<file path="config.mk">
export PLATFORM = sky130hd
export DESIGN_NAME = dtdq_ram
export DESIGN_NICKNAME = d
export VERILOG_FILES = /design/src/hw/rtl/dtdq_ram.sv
export SDC_FILE = /design/constraint.sdc
export NUM_CORES = 1
export LEC_CHECK = 0
export BUFFER_PORTS_ARGS = -buffer_cell sky130_fd_sc_hd__buf_2
export CELL_PAD_IN_SITES_DETAIL_PLACEMENT = 0
export CELL_PAD_IN_SITES_GLOBAL_PLACEMENT = 1
export CORE_MARGIN = 8
export CORE_UTILIZATION = 32
export CTS_CLUSTER_DIAMETER = 50
export DETAILED_ROUTE_END_ITERATION = 6
export PLACE_DENSITY_LB_ADDON = 0.1
export SKIP_LAST_GASP = 1
export SLEW_MARGIN = 20
export SYNTH_ARGS = -nofsm -noshare
export SYNTH_HDL_FRONTEND = slang
export SYNTH_SLANG_ARGS = --single-unit
</file>
<file path="constraint.sdc">
create_clock -name i_clk -period 2.8 [get_ports i_clk]
set_input_delay 0.28 -clock i_clk [delete_from_list [all_inputs] [get_ports i_clk]]
set_output_delay 0.28 -clock i_clk [all_outputs]
set_load 0.05 [all_outputs]
</file>
<file path="src/hw/rtl/dtdq_ram.sv">
// ----------------------------------------------------------------------------
// dtdq_ram
// Generic simple dual-port RAM: one write port, one read port, registered read.
// ----------------------------------------------------------------------------
module dtdq_ram #(
    parameter int WIDTH = 8,
    parameter int DEPTH = 16
) (
    input  logic                     i_clk,
    input  logic                     i_we,
    input  logic [$clog2(DEPTH)-1:0] i_waddr,
    input  logic [WIDTH-1:0]         i_wdata,
    input  logic [$clog2(DEPTH)-1:0] i_raddr,
    output logic [WIDTH-1:0]         o_rdata
);

    logic [WIDTH-1:0] r_mem [DEPTH];
    logic [WIDTH-1:0] r_rdata;

    always_ff @(posedge i_clk) begin
        if (i_we) begin
            r_mem[i_waddr] <= i_wdata;
        end
        r_rdata <= r_mem[i_raddr];
    end

    assign o_rdata = r_rdata;

endmodule

</file>
== Word-level counts from Yosys, hierarchy flattened ==
Memories as Yosys holds them, arrays and structs flattened. A register that Yosys moved wholly into a read port is not among the register bits.
Cells that the tools add are included.
W data, S select, Z words.
Operators by class
  muxes and demuxes: 2
Operators by type and width (count)
  $mux W1: 2
Storage, ports and cells
  bits in registers: 0
  memory bits (writable): 128
  input bits: 18
  output and inout port bits: 8
  logic and storage cells: 3
  memories: 1
Memories
  r_mem: depth 16, width 8, rd ports 1, clocked after memory_dff 1, write ports 1, line 17  | logic [WIDTH-1:0] r_mem [DEPTH];

== Longest topological paths before layout ==
Gate-level depths: netlist of run 1.
  depth after elaboration: 2
  gate-level depth with buffers: 5
  depth with buffers taken out: 3

== Least setup slack after synthesis of run 1 ==
No wires, ideal clock.
  path type: input port to flip-flop
  start point: input port i_waddr[2]
  end point: memory r_mem[0][0] (enable)
  library setup time: 383 ps
  arrival: 1390 ps
  data required time: 2417 ps
  setup slack: 1027 ps
  cell stages on the path: 2
  path buffers: 0
  path through: or3b_2 > nor3_1
RTL lines
  start, declared: line 11  | input logic [$clog2(DEPTH)-1:0] i_waddr,
  end, declared: line 17
No word-level cell before the write port.

== Worst setup path after layout of run 1 ==
  start point: input port i_waddr[2]
  end point: memory r_mem[3][7] (enable)
No word-level cell before the write port.

==> results.py, run 1 <==
metrics = {
    "floorplan": {
        "core_area_sq_um": 15830,
        "die_h_microns": 142.8,
        "row_count": 46,
        "boundaryPins": 26,
        "die_area_sq_um": 20400,
        "initial_core_util_pct": 32.52,
        "die_x_microns": 142.8,
    },
    "setup_path": {
        "r2r-start": "r_mem[2][5]",
        "r2r_slack_ns": 1.38,
        "r2r_cells": 3,
        "start_kind": "input port",
        "cp_max_fo": 8,
        "crit_path_end_kind": "flop",
        "r2r_end": "o_rdata[5]",
        "arrival_ns": 1.56,
        "required_ns": 2.83,
        "worstSetupPathType": "in2reg",
    },
    "power_and_ir_drop": {
        "p_leak_nw": 2.060,
        "power_mw": 4.671,
        "swShare_pct": 20.33,
        "pwr-share-comb_pct": 5.5,
        "power_density_nw_per_um2": 758.1,
        "p_clk_share_pct": 45.5,
        "ir_worst_vdd_mv": 0.4434,
        "internal_power_mw": 3.721,
        "seqPwrFrac_pct": 49.0,
        "switching_power_uw": 949.6,
    },
    "timing": {
        "grt_setup_unrepaired": "false",
        "min_period_ns": 1.528,
        "final_hold_viol_count": 0,
        "setup_viol": 0,
        "fin_tns_setup_ns": 0,
        "max_clock_freq_ghz": 0.6543,
        "fin_crit_sh_pct": 54.58,
        "fin_skew_ns": 0.005603,
        "worst_pin_slew_ns": 0.8222,
        "finalMaxSlewViolations": 0,
        "slew_headroom_pct": 44.99,
        "fin_ws_ns": 1.272,
    },
    "finish": {
        "fin_nets": 296,
        "layout_commonest_cell": "edfxtp_1",
        "diodes": 0,
        "final_cell_mix": "edfxtp_1, buf_2, mux4_2",
        "syn2layout_area_growth_pct": 19.69,
        "drive_gt1_share_pct": 30.34,
    },
    "cts": {
        "ctsHoldBuffers": 0,
        "post_cts_buffers": 0,
        "cts_buffer_depth": 2,
        "h-tree-depth": 4,
        "insertion_delay_ns": 0.41,
        "numCtsBuffers": 17,
        "clkTransAtPathRegs_ns": 0.05,
        "cts_sinks": 136,
        "cts_root_buffer": "clkbuf_16",
        "cts_tree": "built",
        "postCtsResizedCells": 0,
    },
    "place": {
        "port_buffers": 25,
        "dpl.hpwl_microns": 6887,
        "place_congestion": 0.7506,
        "dp_slack_ns": 0.8104,
    },
    "route": {
        "num_vias": 2365,
        "routed_wl_microns": 10820,
        "drc": 0,
        "dr.pass1.iters": 4,
        "first_iter_violations": 220,
        "ant_nets": 0,
        "vias_per_cell": 4.674,
        "wl_per_cell_microns": 21.39,
    },
    "yosys": {
        "syn-cell-area_sq_um": 5147,
        "synth.area.top_cells": "edfxtp_1, mux4_2, mux4_1",
        "synth.distinct_cells": 19,
        "synthCells": 229,
        "avgSynthCellArea_sq_um": 22.48,
        "synth_top_area_share_pct": 74.67,
        "yosysTopAreaCell": "edfxtp_1",
        "syn_nets": 247,
        "yosysWarnings": 0,
        "synth-seq-cells": 136,
        "synth-seq-area-share_pct": 77.78,
    },
    "global_route": {
        "grt_pass1_wl_microns": 16100,
        "antenna_found_initial": 0,
        "grt_pass1_vias": 2506,
        "globalRouteTotalUtil_pct": 11.61,
        "grt_max_degree": 33,
        "overflow": 0,
    },
    "min_path": {
        "hp-class": "in2reg",
        "min_from": "i_wdata[4]",
        "hold_depth": 1,
        "min_to": "r_mem[6][4]",
    },
    "flow_run": {
        "maxCapViolCount": 0,
    },
    "outcome": {
        "status": "finished, final reports clean",
    },
}
-- worst max-delay path: stages --
cell and delay, ns:
buf_2 0.12, or3b_2 0.51, nor2_1 0.65
-- cells by family after synthesis --
family,after synthesis,synth area share [%]
DFF,136,77.78
and+or+nand+nor,35,3.184
muxes,32,15.02
AOI/OAI and AO/OA,16,2.334
buffers and inverters,10,1.677
-- flip-flops by register name, summed over array words and instances (netlist names) --
register / cells
r_mem: 128
o_rdata: 8
-- metal layers --
| metal | vias to the layer above | part of all wire, % | track usage (%) |
|---|---|---|---|
| li1 | 1072 | - | - |
| met1 | 1235 | 47 | 15.07 |
| met2 | 46 | 48 | 17.48 |
| met3 | 12 | 3.1 | 3.339 |
| met4 | 0 | 1.5 | 5.705 |
| met5 | - | 0 | 0 |
-- cell usage after synthesis --
| cell type | n |
|---|---|
| nand3b_1 | 2 |
| nor2b_1 | 1 |
| edfxtp_1 | 128 |
| dfxtp_1 | 8 |
| mux4_2 | 18 |
| nand2b_1 | 2 |
| buf_4 | 1 |
| nor3_1 | 4 |
| clkdlybuf4s25_2 | 3 |
| mux4_1 | 14 |
| nand3_1 | 1 |
| a22oi_1 | 16 |
| nor2_1 | 13 |
| buf_2 | 3 |
| and2b_1 | 1 |
| buf_6 | 3 |
| and2_1 | 1 |
| or3b_2 | 1 |
| nand2_1 | 9 |
-- layout make-up --
type | instances | area (sq um)
Timing Repair Buffer | 40 | 250.2
Fill cell | 1437 | 9667
Clock inverter | 6 | 63.81
Sequential cell | 136 | 4004
Tap cell | 216 | 270.3
Clock buffer | 25 | 515.5
Multi-Input combinational cell | 83 | 1057
-- power groups by stage --
stage | clock (mW) | combinational (mW) | sequential [mW]
2_1_floorplan | 0 | 0.116 | 2.38
3_3_place_gp | 0 | 0.263 | 2.33
3_5_place_dp | 0 | 0.263 | 2.33
4_1_cts | 2.17 | 0.264 | 2.29
5_1_grt | 2.26 | 0.277 | 2.29
6_report | 2.13 | 0.256 | 2.29
-- stage by stage --
| step | util (%) | hold slack, ns | std cells | cell area, sq um |
|---|---|---|---|---|
| after global placement | 35.26 | 0.6623 | 475 | 5582 |
| after floorplan | - | 0.3789 | 229 | 5147 |
| after global routing | 38.92 | 0.2627 | 506 | 6161 |
| final | 38.92 | 0.2644 | 506 | 6161 |
| after detailed placement | 35.26 | 0.6625 | 475 | 5582 |
| after CTS | 38.92 | 0.2523 | 506 | 6161 |
-- worst max path at each step --
stage | from | endpoint | slack [ns] | cells after the start
6_report | i_waddr[2] | r_mem[3][7] | 1.27 | 3
5_1_grt | i_waddr[2] | r_mem[3][7] | 1.18 | 3
4_1_cts | i_waddr[2] | r_mem[3][7] | 1.23 | 3
3_5_place_dp | i_waddr[2] | r_mem[3][2] | 0.81 | 3
3_3_place_gp | i_waddr[2] | r_mem[2][2] | 0.77 | 3
2_1_floorplan | i_waddr[2] | r_mem[0][0] | 1.03 | 2
No activity file was read; power rests on OpenSTA's default activity.
==> inputs of run 2 (changes only) <==
==> constraint.sdc (replaced) <==
create_clock -name i_clk -period 1.5 [get_ports i_clk]
set_input_delay 0.15 -clock i_clk [delete_from_list [all_inputs] [get_ports i_clk]]
set_output_delay 0.15 -clock i_clk [all_outputs]
set_load 0.05 [all_outputs]
==> run 2 against run 1 <==
Routed wire length decreased by 3.0%. Combinational power increased by 93%. Total power increased by 99%. Cell count increased by 2.6%. Global-route usage decreased by 0.29 points. Final area increased by 3.2%. Die area unchanged. Non-clock buffer count increased by 12. Highest routed layer unchanged.
==> results.py, run 2 (synthesized netlist as in run 1, its figures left out) <==
metrics = {
    "outcome": {
        "status": "finished, final reports clean",
    },
    "power_and_ir_drop": {
        "power_density_nw_per_um2": 1465,
        "ir_worst_vdd_mv": 0.7763,
        "p_leak_nw": 2.176,
    },
    "timing": {
        "fin_skew_ns": 0.004561,
        "worst_pin_slew_ns": 0.7883,
        "setup_viol": 0,
        "grt_setup_unrepaired": "false",
        "finalMaxSlewViolations": 0,
        "max_clock_freq_ghz": 0.7263,
        "fin_crit_sh_pct": 91.79,
        "final_hold_viol_count": 0,
        "slew_headroom_pct": 47.34,
        "fin_tns_setup_ns": 0,
        "min_period_ns": 1.377,
    },
    "cts": {
        "cts_root_buffer": "clkbuf_16",
        "cts_sinks": 136,
        "clkTransAtPathRegs_ns": 0.05,
        "ctsHoldBuffers": 0,
        "h-tree-depth": 4,
        "cts_tree": "built",
        "postCtsResizedCells": 0,
        "post_cts_buffers": 0,
        "cts_buffer_depth": 2,
        "numCtsBuffers": 17,
        "insertion_delay_ns": 0.41,
    },
    "route": {
        "routed_wl_microns": 10490,
        "wl_per_cell_microns": 20.22,
        "ant_nets": 0,
        "first_iter_violations": 148,
        "num_vias": 2400,
        "vias_per_cell": 4.624,
        "dr.pass1.iters": 4,
        "drc": 0,
    },
    "finish": {
        "final_cell_mix": "edfxtp_1, buf_2, buf_4",
        "regArea_sq_um": 4004,
        "regMostFlops": "r_mem",
        "fin_nets": 308,
        "drive_gt1_share_pct": 33.33,
        "layout_commonest_cell": "edfxtp_1",
        "fillers": 1429,
        "multi_input_area_sq_um": 1062,
        "diodes": 0,
        "fin_util_pct": 40.17,
        "largest_register_ffs": 128,
        "stdcell_area_sq_um": 6359,
        "syn2layout_area_growth_pct": 23.53,
    },
    "setup_path": {
        "start_kind": "flop",
        "cp_max_fo": 1,
        "arrival_ns": 1.66,
        "crit_path_end_kind": "flop",
        "required_ns": 1.78,
        "worstSetupPathType": "reg2reg",
    },
    "floorplan": {
        "core_area_sq_um": 15830,
        "die_h_microns": 142.8,
        "die_x_microns": 142.8,
        "boundaryPins": 26,
        "row_count": 46,
        "initial_core_util_pct": 32.52,
        "die_area_sq_um": 20400,
    },
    "place": {
        "dpl.hpwl_microns": 7000,
        "port_buffers": 25,
        "post_dp_cell_area_sq_um": 5702,
        "place_congestion": 0.6862,
    },
    "global_route": {
        "antenna_found_initial": 0,
        "grt_pass1_wl_microns": 15990,
        "grt_max_degree": 24,
        "globalRouteTotalUtil_pct": 11.32,
        "overflow": 0,
        "grt_pass1_vias": 2585,
    },
    "flow_run": {
        "maxCapViolCount": 0,
    },
    "min_path": {
        "hp-class": "in2reg",
    },
}
==> run 2: cell count changes in the layout (fill, tap and decap cells not counted), sizes merged <==
cell / change
buf: +12
bufinv: +4
clkbuf: -1
clkinvlp: -2
==> run 2: per-layer routing <==
metal	global-route usage (%)	vias up	routed length, microns
li1	-	1091	-
met4	6.040	0	214
met3	3.272	13	381
met1	14.11	1246	4877
met5	0	-	0
met2	17.54	50	5020
==> run 2: through the flow <==
step | cells | hold slack [ns] | power (mW) | setup WS, ns
after CTS | 519 | 0.1074 | 9.427 | 0.1138
after detailed placement | 487 | 0.5505 | 4.857 | -0.1030
after global routing | 519 | 0.1181 | 9.618 | 0.05250
after global placement | 487 | 0.5343 | 4.852 | -0.09573
after floorplan | 229 | 0.2489 | 4.651 | 0.08385
final | 519 | 0.1220 | 9.317 | 0.1232
==> run 2: final timing paths <==
check,from,endpoint,slack [ns],cells past startpoint
setup / recovery,r_mem[1][5],o_rdata[5],0.12,3
hold / removal,i_wdata[0],r_mem[1][0],0.12,1
setup reg to reg,r_mem[1][5],o_rdata[5],0.12,3
hold reg to reg,r_mem[13][3],o_rdata[3],0.67,3
==> run 2: final cells by class <==
cell class | instances | share of cell area [%]
clock buffers | 24 | 7.733
clock inverters | 8 | 2.597
multi-input cells | 83 | 16.71
flip-flops and latches | 136 | 62.97
well taps | 216 | 4.250
repair buffers | 52 | 5.746
==> run 2: power by group <==
part           switching (mW)  internal, mW
logic                   0.311         0.182
registers              0.0199          4.25
clock network            1.44          3.12
==> run 2: worst max-delay path: stages (launching register included) <==
cell and delay (ns):
edfxtp_1 0.35, mux4_1 0.50, a22oi_1 0.28, nand2_1 0.12
==> inputs of run 3 (changes only) <==
--- a/config.mk
+++ b/config.mk
@@ -12,6 +12,7 @@
 export CORE_UTILIZATION = 32
 export CTS_CLUSTER_DIAMETER = 50
 export DETAILED_ROUTE_END_ITERATION = 6
+export GPL_TIMING_DRIVEN = 0
 export PLACE_DENSITY_LB_ADDON = 0.1
 export SKIP_LAST_GASP = 1
 export SLEW_MARGIN = 20
==> run 3 against run 2 <==
Count of clock-buffer cells in the layout decreased by 4. Sequential share of layout area increased by 2.2 points. Clock skew increased by 0.00084 ns. Routed wire length increased by 6.1%. Worst hold slack improved by 0.023 ns. Cell count decreased by 3.7%. Clock power decreased by 10%. Die area unchanged. Total power decreased by 4.9%. Sequential power about the same. Final area decreased by 3.4%. Utilization decreased by 1.4 points.
==> results.py, run 3 (synthesized netlist as in run 1, its figures left out) <==
metrics = {
    "cts": {
        "ctsHoldBuffers": 0,
        "cts_sinks": 136,
        "h-tree-depth": 4,
        "cts_buffer_depth": 2,
        "cts_root_buffer": "clkbuf_16",
        "numCtsBuffers": 17,
        "post_cts_buffers": 0,
        "insertion_delay_ns": 0.41,
        "cts_tree": "built",
        "clkTransAtPathRegs_ns": 0.05,
    },
    "route": {
        "ant_nets": 0,
        "first_iter_violations": 168,
        "routed_wl_microns": 11140,
        "wl_per_cell_microns": 22.27,
        "dr.pass1.iters": 4,
        "drc": 0,
        "num_vias": 2340,
        "routed.top_layer": "met4",
        "wl_met3_microns": 385,
        "wl_met1_microns": 5371,
        "met2_length_microns": 5175,
        "vias_per_cell": 4.680,
    },
    "place": {
        "port_buffers": 24,
        "dp_slack_ns": -0.4344,
        "dpl.hpwl_microns": 7091,
        "place_congestion": 0.6395,
        "post_dp_cell_area_sq_um": 5558,
        "dp.cells": 469,
    },
    "finish": {
        "syn2layout_area_growth_pct": 19.32,
        "final_cell_count_no_fill": 500,
        "diodes": 0,
        "fin_nets": 290,
        "layout_commonest_cell": "edfxtp_1",
        "fin_util_pct": 38.81,
        "multi_input_area_sq_um": 1085,
        "largest_register_ffs": 128,
        "final_cell_mix": "edfxtp_1, buf_2, mux4_2",
        "stdcell_area_sq_um": 6142,
        "regMostFlops": "r_mem",
        "regArea_sq_um": 4004,
        "drive_gt1_share_pct": 30.99,
        "fillers": 1447,
    },
    "global_route": {
        "antenna_found_initial": 0,
        "overflow": 0,
        "grt_pass1_vias": 2434,
        "globalRouteTotalUtil_pct": 11.70,
        "grt_pass1_wl_microns": 16020,
        "grt_max_degree": 17,
    },
    "floorplan": {
        "core_area_sq_um": 15830,
        "initial_core_util_pct": 32.52,
        "die_h_microns": 142.8,
        "die_area_sq_um": 20400,
        "boundaryPins": 26,
        "die_x_microns": 142.8,
        "row_count": 46,
    },
    "power_and_ir_drop": {
        "swShare_pct": 20.56,
        "pwr-share-comb_pct": 5.7,
        "p_leak_nw": 2.036,
        "internal_power_mw": 7.041,
        "seqPwrFrac_pct": 48.2,
        "switching_power_mw": 1.822,
        "p_clk_share_pct": 46.1,
        "power_density_nw_per_um2": 1443,
        "ir_worst_vdd_mv": 0.7585,
        "power_mw": 8.862,
    },
    "setup_path": {
        "cp_max_fo": 8,
        "worstSetupPathType": "in2reg",
        "crit_path_end_kind": "flop",
        "crit_family": "simple AND/OR/NAND/NOR gates",
        "required_ns": 1.54,
        "start_kind": "input port",
        "crit_slowest_cell": "nor2_1",
        "critPathBufInv": 1,
        "arrival_ns": 1.48,
        "max_stage_delay_ns": 0.65,
        "path_cells": "buf_2 > or3b_2 > nor2_1",
    },
    "outcome": {
        "status": "finished, final reports clean",
    },
    "timing": {
        "max_clock_freq_ghz": 0.6948,
        "setup_viol": 0,
        "min_period_ns": 1.439,
        "fin_tns_setup_ns": 0,
        "finalMaxSlewViolations": 0,
        "fin_skew_ns": 0.005404,
        "fin_crit_sh_pct": 95.95,
        "final_hold_viol_count": 0,
        "fin_ws_ns": 0.06069,
        "slew_headroom_pct": 42.53,
        "grt_setup_unrepaired": "true",
        "hold_ws_ns": 0.1453,
        "worst_pin_slew_ns": 0.8589,
    },
    "min_path": {
        "hp-class": "in2reg",
    },
    "flow_run": {
        "maxCapViolCount": 0,
    },
}
run 3: power by group through the flow:
stage	Sequential [mW]	Combinational [mW]	Clock, mW
6_report	4.27	0.506	4.09
5_1_grt	4.28	0.542	4.30
4_1_cts	4.27	0.522	4.15
3_5_place_dp	4.35	0.519	0
3_3_place_gp	4.34	0.512	0
2_1_floorplan	4.43	0.216	0
run 3: final timing paths:
check                                  start           to  slack [ns]  cells past startpoint
worst max-delay path              i_waddr[2]  r_mem[1][7]        0.06                      3
worst min-delay path              i_wdata[6]  r_mem[6][6]        0.15                      1
worst max register to register   r_mem[5][2]   o_rdata[2]        0.10                      3
worst min register to register  r_mem[11][1]   o_rdata[1]        0.68                      3
run 3: layout make-up:
class                           count  area share, %
Buffer                             10          1.406
Multi-Input combinational cell     83          17.66
Clock buffer                       20          7.272
Sequential cell                   136          65.19
Timing Repair Buffer               24          1.956
Tap cell                          216          4.400
Clock inverter                     11          2.119
run 3: routing by layer:
metal	track usage [%]	vias to the layer above
li1	-	1057
met1	15.63	1218
met2	17.13	49
met3	3.439	16
met4	5.537	0
met5	0	-
run 3: repair_timing:
action                                 CTS  global route
setup endpoints to repair                1            10
resized for setup                        1             1
gates cloned                             0             0
endpoints found under the hold margin    0             0
